$ cat src/cic_pkg.sv
// Shared types, constants and the priority pick for the cascaded interrupt controller.
package cic_pkg;

  localparam int unsigned LinesPerChip = 8;
  localparam int unsigned LineW        = $clog2(LinesPerChip);
  localparam int unsigned NumChips     = 2;

  localparam logic [7:0]       CmdNonSpecEoi = 8'h20;
  localparam int unsigned      CmdSetupBit   = 4;
  localparam int unsigned      CmdFourthBit  = 0;
  localparam logic [LineW-1:0] CascadeLine   = LineW'(2);
  localparam logic [LineW-1:0] SpuriousLine  = LineW'(LinesPerChip - 1);
  localparam logic             ChipMaster    = 1'b0;
  localparam logic             ChipSlave     = 1'b1;
  localparam logic             PortCmd       = 1'b0;
  localparam logic             PortData      = 1'b1;

  typedef enum logic [1:0] {
    OP_WRITE = 2'd0,
    OP_READ  = 2'd1,
    OP_RAISE = 2'd2,
    OP_ACK   = 2'd3
  } op_e;

  typedef enum logic [1:0] {
    STEP_READY   = 2'd0,
    STEP_BASE    = 2'd1,
    STEP_CASCADE = 2'd2,
    STEP_FOURTH  = 2'd3
  } step_e;

  typedef struct packed {
    logic             hit;
    logic [LineW-1:0] line;
  } pick_t;

  // lowest requesting line not blocked by an in-service bit at the same or a lower line
  function automatic pick_t pick_line(logic [LinesPerChip-1:0] req,
                                      logic [LinesPerChip-1:0] isr);
    pick_t r;
    logic  stop;
    r    = '0;
    stop = 1'b0;
    for (int i = 0; i < LinesPerChip; i++) begin
      if (!stop) begin
        if (isr[i]) begin
          stop = 1'b1;
        end else if (req[i]) begin
          r.hit  = 1'b1;
          r.line = LineW'(i);
          stop   = 1'b1;
        end
      end
    end
    return r;
  endfunction

endpackage

$ cat src/cascaded_interrupt_controller.sv
// Cascaded master/slave interrupt controller pair with valid/ready transaction channels.
//
// Input channel: in_valid_i/in_ready_o carry one transaction per item: a port write,
// a port read, a line raise or a CPU acknowledge (op_i), with chip, port, data and
// line fields. Output channel: out_valid_o/out_ready_i return exactly one result per
// input transaction, in order: read data, request level after the item, acknowledge
// vector, acknowledge flag and spurious flag.
// Timing: an accepted transaction is captured in the input register, and is processed
// into the result register and state once the result register is free or being taken;
// its result is offered from then on.
// Throughput: one transaction per cycle while results are taken; the controller state
// update and the eight-line priority picks sit between the input and result registers.
// When the receiver stalls, the result register holds; the input register still takes
// one more transaction, after which in_ready_o drops until the result is taken.
// Reset: both chips come up with nothing pending or in service, all lines masked,
// vector base zero and setup idle; both pipeline stages are emptied.
module cascaded_interrupt_controller (
  input  logic       clk_i,
  input  logic       rst_ni,
  input  logic       in_valid_i,
  output logic       in_ready_o,
  input  logic [1:0] op_i,
  input  logic       chip_sel_i,
  input  logic       port_sel_i,
  input  logic [7:0] write_data_i,
  input  logic [3:0] irq_line_i,
  output logic       out_valid_o,
  input  logic       out_ready_i,
  output logic [7:0] read_data_o,
  output logic       int_out_o,
  output logic [7:0] vector_o,
  output logic       ack_valid_o,
  output logic       spurious_o
);

  localparam int unsigned L  = cic_pkg::LinesPerChip;
  localparam int unsigned LW = cic_pkg::LineW;
  localparam int unsigned NC = cic_pkg::NumChips;

  // input stage
  logic                in_valid_q;
  cic_pkg::op_e        op_q;
  logic                chip_q;
  logic                port_q;
  logic [7:0]          data_q;
  logic [3:0]          line_q;

  // controller state
  logic [L-1:0]        pend_q   [NC];
  logic [L-1:0]        pend_d   [NC];
  logic [L-1:0]        isr_q    [NC];
  logic [L-1:0]        isr_d    [NC];
  logic [L-1:0]        mask_q   [NC];
  logic [L-1:0]        mask_d   [NC];
  logic [7-LW:0]       base_q   [NC];
  logic [7-LW:0]       base_d   [NC];
  cic_pkg::step_e      step_q   [NC];
  cic_pkg::step_e      step_d   [NC];
  logic [NC-1:0]       ic4_q;
  logic [NC-1:0]       ic4_d;

  // result stage
  logic                out_valid_q;
  logic [7:0]          rd_q, rd_d;
  logic                int_q, int_d;
  logic [7:0]          vec_q, vec_d;
  logic                ackv_q, ackv_d;
  logic                spur_q, spur_d;

  logic                advance;
  cic_pkg::pick_t      s_pick, m_pick, s_pick_n, m_pick_n;
  logic [L-1:0]        m_eff, m_eff_n;

  assign advance    = in_valid_q && (!out_valid_q || out_ready_i);
  assign in_ready_o = !in_valid_q || advance;

  always_ff @(posedge clk_i or negedge rst_ni) begin
    if (!rst_ni) begin
      in_valid_q <= 1'b0;
    end else if (in_ready_o) begin
      in_valid_q <= in_valid_i;
    end
  end

  always_ff @(posedge clk_i) begin
    if (in_ready_o && in_valid_i) begin
      op_q   <= cic_pkg::op_e'(op_i);
      chip_q <= chip_sel_i;
      port_q <= port_sel_i;
      data_q <= write_data_i;
      line_q <= irq_line_i;
    end
  end

  // picks on the current state
  always_comb begin
    s_pick = cic_pkg::pick_line(pend_q[cic_pkg::ChipSlave] & ~mask_q[cic_pkg::ChipSlave],
                                isr_q[cic_pkg::ChipSlave]);
    m_eff  = pend_q[cic_pkg::ChipMaster];
    if (s_pick.hit) begin
      m_eff[cic_pkg::CascadeLine] = 1'b1;
    end
    m_pick = cic_pkg::pick_line(m_eff & ~mask_q[cic_pkg::ChipMaster],
                                isr_q[cic_pkg::ChipMaster]);
  end

  always_comb begin
    pend_d = pend_q;
    isr_d  = isr_q;
    mask_d = mask_q;
    base_d = base_q;
    step_d = step_q;
    ic4_d  = ic4_q;
    rd_d   = '0;
    vec_d  = '0;
    ackv_d = 1'b0;
    spur_d = 1'b0;
    case (op_q)
      cic_pkg::OP_WRITE: begin
        if (port_q == cic_pkg::PortCmd) begin
          if (data_q[cic_pkg::CmdSetupBit]) begin
            ic4_d[chip_q]  = data_q[cic_pkg::CmdFourthBit];
            pend_d[chip_q] = '0;
            isr_d[chip_q]  = '0;
            mask_d[chip_q] = '0;
            step_d[chip_q] = cic_pkg::STEP_BASE;
          end else if (data_q == cic_pkg::CmdNonSpecEoi) begin
            isr_d[chip_q] = isr_q[chip_q] & (isr_q[chip_q] - L'(1));
          end
        end else begin
          case (step_q[chip_q])
            cic_pkg::STEP_BASE: begin
              base_d[chip_q] = data_q[7:LW];
              step_d[chip_q] = cic_pkg::STEP_CASCADE;
            end
            cic_pkg::STEP_CASCADE: begin
              step_d[chip_q] = ic4_q[chip_q] ? cic_pkg::STEP_FOURTH : cic_pkg::STEP_READY;
            end
            cic_pkg::STEP_FOURTH: begin
              step_d[chip_q] = cic_pkg::STEP_READY;
            end
            default: begin
              mask_d[chip_q] = data_q;
            end
          endcase
        end
      end
      cic_pkg::OP_READ: begin
        if (port_q == cic_pkg::PortData) begin
          rd_d = mask_q[chip_q];
        end else if (chip_q == cic_pkg::ChipMaster) begin
          rd_d = m_eff;
        end else begin
          rd_d = pend_q[cic_pkg::ChipSlave];
        end
      end
      cic_pkg::OP_RAISE: begin
        if (line_q[3]) begin
          pend_d[cic_pkg::ChipSlave][line_q[LW-1:0]] = 1'b1;
        end else if (line_q[LW-1:0] != cic_pkg::CascadeLine) begin
          pend_d[cic_pkg::ChipMaster][line_q[LW-1:0]] = 1'b1;
        end
      end
      default: begin
        ackv_d = 1'b1;
        if (!m_pick.hit) begin
          vec_d  = {base_q[cic_pkg::ChipMaster], cic_pkg::SpuriousLine};
          spur_d = 1'b1;
        end else if (m_pick.line != cic_pkg::CascadeLine) begin
          isr_d[cic_pkg::ChipMaster][m_pick.line]  = 1'b1;
          pend_d[cic_pkg::ChipMaster][m_pick.line] = 1'b0;
          vec_d = {base_q[cic_pkg::ChipMaster], m_pick.line};
        end else begin
          isr_d[cic_pkg::ChipMaster][cic_pkg::CascadeLine] = 1'b1;
          if (!s_pick.hit) begin
            vec_d  = {base_q[cic_pkg::ChipSlave], cic_pkg::SpuriousLine};
            spur_d = 1'b1;
          end else begin
            isr_d[cic_pkg::ChipSlave][s_pick.line]  = 1'b1;
            pend_d[cic_pkg::ChipSlave][s_pick.line] = 1'b0;
            vec_d = {base_q[cic_pkg::ChipSlave], s_pick.line};
          end
        end
      end
    endcase
  end

  // request level after the transaction
  always_comb begin
    s_pick_n = cic_pkg::pick_line(pend_d[cic_pkg::ChipSlave] & ~mask_d[cic_pkg::ChipSlave],
                                  isr_d[cic_pkg::ChipSlave]);
    m_eff_n  = pend_d[cic_pkg::ChipMaster];
    if (s_pick_n.hit) begin
      m_eff_n[cic_pkg::CascadeLine] = 1'b1;
    end
    m_pick_n = cic_pkg::pick_line(m_eff_n & ~mask_d[cic_pkg::ChipMaster],
                                  isr_d[cic_pkg::ChipMaster]);
    int_d    = m_pick_n.hit;
  end

  always_ff @(posedge clk_i or negedge rst_ni) begin
    if (!rst_ni) begin
      for (int c = 0; c < NC; c++) begin
        pend_q[c] <= '0;
        isr_q[c]  <= '0;
        mask_q[c] <= '1;
        base_q[c] <= '0;
        step_q[c] <= cic_pkg::STEP_READY;
      end
      ic4_q <= '0;
    end else if (advance) begin
      pend_q <= pend_d;
      isr_q  <= isr_d;
      mask_q <= mask_d;
      base_q <= base_d;
      step_q <= step_d;
      ic4_q  <= ic4_d;
    end
  end

  always_ff @(posedge clk_i or negedge rst_ni) begin
    if (!rst_ni) begin
      out_valid_q <= 1'b0;
    end else if (advance) begin
      out_valid_q <= 1'b1;
    end else if (out_ready_i) begin
      out_valid_q <= 1'b0;
    end
  end

  always_ff @(posedge clk_i) begin
    if (advance) begin
      rd_q   <= rd_d;
      int_q  <= int_d;
      vec_q  <= vec_d;
      ackv_q <= ackv_d;
      spur_q <= spur_d;
    end
  end

  assign out_valid_o = out_valid_q;
  assign read_data_o = rd_q;
  assign int_out_o   = int_q;
  assign vector_o    = vec_q;
  assign ack_valid_o = ackv_q;
  assign spurious_o  = spur_q;

  a_spur_is_ack: assert property (@(posedge clk_i) disable iff (!rst_ni)
    out_valid_o && spurious_o |-> ack_valid_o)
    else $error("spurious flag without acknowledge");

  a_spur_vec: assert property (@(posedge clk_i) disable iff (!rst_ni)
    out_valid_o && spurious_o |-> vector_o[LW-1:0] == cic_pkg::SpuriousLine)
    else $error("spurious vector not on lowest-priority line");

  a_ack_sets_isr: assert property (@(posedge clk_i) disable iff (!rst_ni)
    advance && op_q == cic_pkg::OP_ACK && !spur_d |=> isr_q[cic_pkg::ChipMaster] != '0)
    else $error("served acknowledge left master in-service empty");

  a_stall_holds: assert property (@(posedge clk_i) disable iff (!rst_ni)
    in_valid_q && !advance |=> in_valid_q && $stable(op_q) && $stable(data_q))
    else $error("stalled input stage lost its transaction");

endmodule
$ cat config.mk
export PLATFORM = sky130hd
export DESIGN_NAME = cascaded_interrupt_controller
export DESIGN_NICKNAME = d
export VERILOG_FILES = /design/src/cic_pkg.sv /design/src/cascaded_interrupt_controller.sv
export SDC_FILE = /design/constraint.sdc
export NUM_CORES = 1
export LEC_CHECK = 0
export ABC_AREA = 0
export ABC_CLOCK_PERIOD_IN_PS = 11830
export BUFFER_PORTS_ARGS = -buffer_cell sky130_fd_sc_hd__buf_4
export CORE_AREA = 5 5 115 117
export DETAILED_ROUTE_END_ITERATION = 10
export DIE_AREA = 0 0 120 122
export PLACE_DENSITY = 0.68
export SLEW_MARGIN = 20
export SYNTH_ARGS = -nofsm -noshare
export SYNTH_HDL_FRONTEND = slang
export SYNTH_SLANG_ARGS = --single-unit
$ cat constraint.sdc
create_clock -name clk_i -period 11.83 [get_ports clk_i]
set_input_delay 0 -clock clk_i [delete_from_list [all_inputs] [get_ports clk_i]]
set_output_delay 0 -clock clk_i [all_outputs]
set_load 0.05 [all_outputs]
==> results of run 1 <==
[per-layer routing]
metal | global-route usage, % | part of all wire, % | up-vias
met3 | 7.10 | 11 | 57
met4 | 11.0 | 4.1 | 0
li1 | - | - | 2468
met2 | 42.6 | 44 | 344
met5 | 0 | 0 | -
met1 | 38.7 | 42 | 2686
[cells in the mapped netlist (4+ instances only)]
cell and count:
buf_1 4, o21ai_1 5, a32oi_1 5, nand2_1 88, mux4_2 8, nand4_1 13, edfxtp_1 35, a22o_1 14
o21ai_0 49, a21o_1 5, a211oi_1 5, o211ai_1 6, a221oi_1 4, o31ai_1 5, inv_1 19, o32ai_1 5
nor3_1 12, a22oi_1 19, a21oi_1 27, nand2b_1 17, nor4b_1 4, dfrtp_1 50, clkbuf_1 20, o21a_1 4
nand3_1 14, mux2_2 10, and3_1 4, nor4_1 4, dfstp_2 16, and2_1 17, a32o_1 7, nor2_1 35
ha_1 8, a31oi_1 7, nor2b_1 13
[final cells by class]
type,count,area share [%]
multi-input cells,477,45.1
flip-flops and latches,101,39.1
repair buffers,64,7.61
clock buffers,9,3.23
well taps,150,2.69
clock inverters,7,1.24
inverters,19,1.02
[worst max-delay path by stage]
| stage | from | end | slack [ns] | cells past startpoint |
|---|---|---|---|---|
| 4_1_cts | chip_q | int_out_o | 8.02 | 13 |
| 3_5_place_dp | chip_q | int_out_o | 8.06 | 13 |
| 2_1_floorplan | chip_q | int_out_o | 7.93 | 16 |
| 3_3_place_gp | chip_q | int_out_o | 8.02 | 13 |
| 6_report | chip_q | int_out_o | 7.87 | 13 |
| 5_1_grt | chip_q | int_out_o | 7.61 | 13 |
[flip-flops by register name, summed over array words and instances, names as in the netlist, 2 cells and up]
name,cells
step_q,4
pend_q,9
mask_q,16
vector_o,8
isr_q,16
m_eff,7
op_q,2
ic4_q,2
data_q,8
read_data_o,8
base_q,10
line_q,4
[cells by family (layout without fill, tap and decap cells)]
kind of cell	after synthesis	in the layout	share of synthesized area, %
AND/OR/NAND/NOR	245	245	20.9
AO/OA/AOI/OAI	203	203	24.2
buffers and inverters	43	99	2.68
multiplexers	21	21	5.36
adder cells (fa/ha/maj)	8	8	1.66
flip-flops	101	101	45.2
[cell usage in the layout (no fill, tap or decap), drive strengths merged, types with 6 or more instances in the layout]
| master | n |
|---|---|
| nand2 | 90 |
| o21ai | 55 |
| dfrtp | 50 |
| buf | 44 |
| nor2 | 36 |
| edfxtp | 35 |
| a21oi | 27 |
| dlygate4sd3 | 20 |
| inv | 20 |
| a22oi | 19 |
| and2 | 18 |
| nand2b | 17 |
| dfstp | 16 |
| nand3 | 14 |
| a22o | 14 |
| nor2b | 13 |
| nand4 | 13 |
| nor3 | 12 |
| mux2 | 10 |
| clkbuf | 9 |
| mux4 | 8 |
| ha | 8 |
| a32o | 7 |
| a31oi | 7 |
| o211ai | 7 |
| a211oi | 7 |
| o31ai | 6 |
[where the power goes]
group | switching (W) | internal [W]
clock network | 0.000142 | 0.000167
logic | 0.000237 | 0.000136
registers | 0.0000669 | 0.000436
total | 0.000446 | 0.000740
[through the flow]
stage	util [%]	instance area [sq um]	hold WS (ns)
after floorplan	-	6030	-0.296
after global placement	52.6	6450	0.178
after detailed placement	52.6	6450	0.179
after CTS	56.8	6970	0.347
after global routing	56.8	6970	0.355
final	56.8	6970	0.310
==> impl_results.md, run 1 <==
- Initial Utilization: 49.2%
- Min Tclk post-route: between 3 and 4 ns
- Final Net Count: 700
- RSZ-0062 raised after global routing: no
- Post-synth ARST share: roughly 65%
- R2R setup slack: 7.87 ns
- Wirelength per Cell: 23.9 um
- Worst-case clock skew: roughly 0.0097 ns
- Crit end category: flip-flop
- Max-slew violation count: 0
- Post-Layout Cell Count: 827
- Crit path DAT: 4.06 ns
- Fillers: ~1100
- Post-CTS Hold Buffers: 20
- PortBufs: 40
- Clock root buffer: clkbuf_16
- First drt pass iteration count: 5
- Final Power: 0.00119 W
- CTS sink cnt: approximately 100
- Crit-path max FO: 35
- CP peak stage delay: about 0.42 ns
- GRT overflow: 0
- Top cells by area, synth: dfrtp_1 21%, edfxtp_1 17%, dfstp_2 7.0%
- Syn nets: 649
- DR vias: between 5000 and 6000
- Rows: between 40 and 50
- Final Cycle Share: about 34%
- DRC viols: 0
- Ratio of cells with drive above 1 in the final layout: around 17%
- Clock insertion delay at the later pin of the skew report: approximately 0.36 ns
- Mapped Area: roughly 6000 sq um
- Final setup fails: 0
- Worst-Margin Slew: 1.00 ns
- Num CTS Buffers: 9
- Total negative slack: 0 ns
- Hold Crit Class: primary input to asynchronous set/reset pin
- Detail Placement HPWL: approximately 14000 um
- Die area: 14600 sq um
- Dpl ws: just over 8 ns
- Cts repair resizes: 0
- Die Wd: 120 um
- Buf/Inv on CP: 2
- Total Wirelength: between 15000 and 20000 um
- Total track usage: between 20% and 30%
- Starting DRT DRC Count: just over 800
- PD cells: around 170 nW/um^2
- Status: finished clean
- Synth cell types: 77
- Cells after DPL: between 700 and 800
- # Post-CTS Setup Buffers: 0
- Number of flops mapped to enable cells by yosys: 35
- Ys flop type: dfrtp_1
- Vias in the first global route: between 5000 and 6000
- Reg area: 2720 sq um
- Initial antenna violation count: 0
- CTS clk-pin slew, worst paths: roughly 0.07 ns
- Routability Congestion: 1.05
- Hold Vio Cnt, Final: 0
- Area of the multi-input gates: roughly 3100 sq um
- Critical Path RT: about 12 ns
- Mean Syn Cell Area: between 9 and 10 sq um
- Max-slew headroom: approximately 33%
- Max Buffers Root-to-Sink: 2
- Dominant cell type by area after synthesis: dfrtp_1
- Max-Cap Viols: 0
- Core box area: 12300 sq um
- First-pass GRT wire length: 31000 um
- RR Endpoint: int_out_o
- Layout area overhead: 15.6%
- Register area share after synthesis: ~45%
- Fmax: about 250 MHz
- Overall die height: 122 um
- Setup CP Type: flip-flop to flip-flop
- FF+latch count, synth: between 100 and 150
- Post-route setup slack: roughly 7.9 ns
- Pin count of the biggest net entering global routing: between 60 and 70
- Cells after Synth: 621
- Worst R2R Start: chip_q
- Detail Route Antenna Nets: 0
- Critical path's top delay family: compound AO/OA/AOI/OAI gates
- VDD IR max: 0.000118 V
- Leak: about 2.8 nW
- YS warnings: 0
- CTS tree: done
- Routed vias/inst: around 6.7
- Highest-delay cell along the critical path: and2_1
- H-tree depth: 3
- Critical Path Start Type: flip-flop
- I/O pin total: 41
- Post-synth top area share: about 21%
- Worst r2r path cells: 13
- Crit-path cells: buf_4, inv_1, a21boi_0, ha_1, and2_1, and2_1, a22oi_1, a2bb2oi_1, o21ai_0, a22oi_1, nor2_1, a2111oi_0, a21oi_1
- Inserted Diodes: 0
Power figures use the tool's default switching activity.
==> run 2: changes to the inputs <==
--- a/config.mk
+++ b/config.mk
@@ -6,7 +6,7 @@
 export NUM_CORES = 1
 export LEC_CHECK = 0
 export ABC_AREA = 0
-export ABC_CLOCK_PERIOD_IN_PS = 11830
+export ABC_CLOCK_PERIOD_IN_PS = 4000
 export BUFFER_PORTS_ARGS = -buffer_cell sky130_fd_sc_hd__buf_4
 export CORE_AREA = 5 5 115 117
 export DETAILED_ROUTE_END_ITERATION = 10
==> constraint.sdc (replaced) <==
create_clock -name clk_i -period 4 [get_ports clk_i]
set_input_delay 0 -clock clk_i [delete_from_list [all_inputs] [get_ports clk_i]]
set_output_delay 0 -clock clk_i [all_outputs]
set_load 0.05 [all_outputs]
==> run 2 against run 1 <==
Final area increased by 1.2%. Non-clock buffer count is 11 higher. Clock power rose to 3.0 times the previous value. Via count rose by 0.54%. Clock skew is 0.0041 ns higher. Core utilization is 0.70 points higher. Global-route usage grew 0.32 points. Cell count grew 1.3%. Total power grew to 3.0 times the previous value. Die area stayed put. Critical endpoint unchanged. Largest cell class unchanged.
==> impl_results.md, run 2 (same netlist as run 1, synthesis figures left out) <==
- Layout area overhead: 17.0%
- Max-slew headroom: about two fifths
- First-pass GRT wire length: 31200 um
- DR vias: about 5600
- Max Buffers Root-to-Sink: 2
- Critical Path RT: roughly 4.1 ns
- Fin util: 57.5%
- Hold Vio Cnt, Final: 0
- Min Tclk post-route: around 3.6 ns
- Cts repair resizes: 0
- Leak: about 2.8 nW
- Status: finished clean
- Setup CP Type: flip-flop to flip-flop
- Worst-case clock skew: ~0.014 ns
- PortBufs: 40
- H-tree depth: 3
- Post-CTS Hold Buffers: 20
- Post-route cell area: roughly 7100 sq um
- Total negative slack: 0 ns
- Initial Utilization: 49.2%
- Starting DRT DRC Count: 835
- Largest regs: isr_q (16), mask_q (16), base_q (10)
- Detail Route Antenna Nets: 0
- Pin count of the biggest net entering global routing: 67
- Routability Congestion: roughly 1.0
- GRT overflow: 0
- I/O pin total: just over 40
- Final Cycle Share: slightly above 90%
- CTS sink cnt: about 100
- Detail Placement HPWL: roughly 15000 um
- Num CTS Buffers: 9
- Vias in the first global route: approximately 5400
- VDD IR max: between 0.0003 and 0.0004 V
- Final setup fails: 0
- Crit-path max FO: 10
- Overall die height: 122 um
- Rows: a little over 40
- Crit path DAT: between 3 and 4 ns
- Fmax: roughly 280 MHz
- Commonest non-fill, non-tap cell in the layout: nand2_1
- Wirelength per Cell: 23.8 um
- Initial antenna violation count: 0
- Total Wirelength: around 20000 um
- CTS clk-pin slew, worst paths: 0.08 ns
- R2R setup slack: roughly 0.38 ns
- First drt pass iteration count: 8
- # Post-CTS Setup Buffers: 0
- PD cells: 499 nW/um^2
- Dpl ws: ~0.5 ns
- DRC viols: 0
- Most frequent cells in the layout: 88 x nand2_1, 55 x buf_4, 50 x dfrtp_1
- RSZ-0062 raised after global routing: no
- Final Net Count: 711
- Clock root buffer: clkbuf_16
- Hold Crit Class: primary input to asynchronous set/reset pin
- Core box area: 12300 sq um
- Max-Cap Viols: 0
- Ratio of cells with drive above 1 in the final layout: a little under a fifth
- Die area: between 10000 and 15000 sq um
- Clock insertion delay at the later pin of the skew report: approximately 0.37 ns
- Critical Path Start Type: flip-flop
- Worst-Margin Slew: roughly 0.9 ns
- Die Wd: 120 um
- Crit end category: flip-flop
- CTS tree: done
- Routed vias/inst: between 6 and 7
- Inserted Diodes: 0
- Max-slew violation count: 0
- Post-DP Area: roughly 6500 sq um
- Post-route setup slack: 0.376 ns
- Total track usage: 28.3%
[run 2: changes by cell type in the layout (fill, tap and decap cells not counted)]
cell / before / now
clkinv_1: 1 / 0
clkbuf_8: 0 / 1
clkinvlp_4: 1 / 0
buf_4: 44 / 55
bufinv_16: 1 / 0
clkbuf_16: 9 / 10
inv_4: 0 / 1
[run 2: final timing paths]
kind                             end  cells past startpoint       from
min reg2reg                step_q[0]                      1  step_q[0]
min                        isr_q[12]                      2     rst_ni
max reg2reg                int_out_o                     12     chip_q
min in group clk_i           op_q[0]                      2    op_i[0]
max                        int_out_o                     12     chip_q
max in group asynchronous   m_eff[3]                      2     rst_ni
[run 2: final cells by class]
type	instances	area (sq um)
inverter	19	71.3
sequential	101	2720
clock inverter	5	51.3
fill	1061	5210
multi-input combinational	477	3140
tap	150	188
timing repair buffer	75	613
clock buffer	11	264
[run 2: per-layer routing]
metal	wire, um	vias up	global-route usage, %
li1	-	2485	-
met5	0	-	1.39
met2	8830	362	43.0
met4	719	0	11.1
met3	1900	68	7.47
met1	8500	2670	38.9
[run 2: stage by stage]
step	hold WS, ns	cells	power, W
floorplan	-0.296	621	0.00220
global placement	0.177	802	0.00256
detailed placement	0.179	802	0.00257
CTS	0.343	838	0.00350
global route	0.347	838	0.00368
finish	0.263	838	0.00352
[run 2: power breakdown]
part / total, W / switching [W] / internal (W)
Clock: 0.000913 / 0.000424 / 0.000490
Combinational: 0.00112 / 0.000701 / 0.000420
Sequential: 0.00148 / 0.000193 / 0.00129
Total: 0.00352 / 0.00132 / 0.00220
[run 2: worst max-delay path, stage by stage (launching register included)]
cell       delay (ns)
edfxtp_1         0.47
buf_4            0.25
mux2i_1          0.33
ha_1             0.28
and2_1           0.24
and2_1           0.37
a22oi_1          0.19
a2bb2oi_1        0.21
o21ai_0          0.12
a22oi_1          0.23
nor2_1           0.10
a2111oi_0        0.42
a21oi_1          0.15
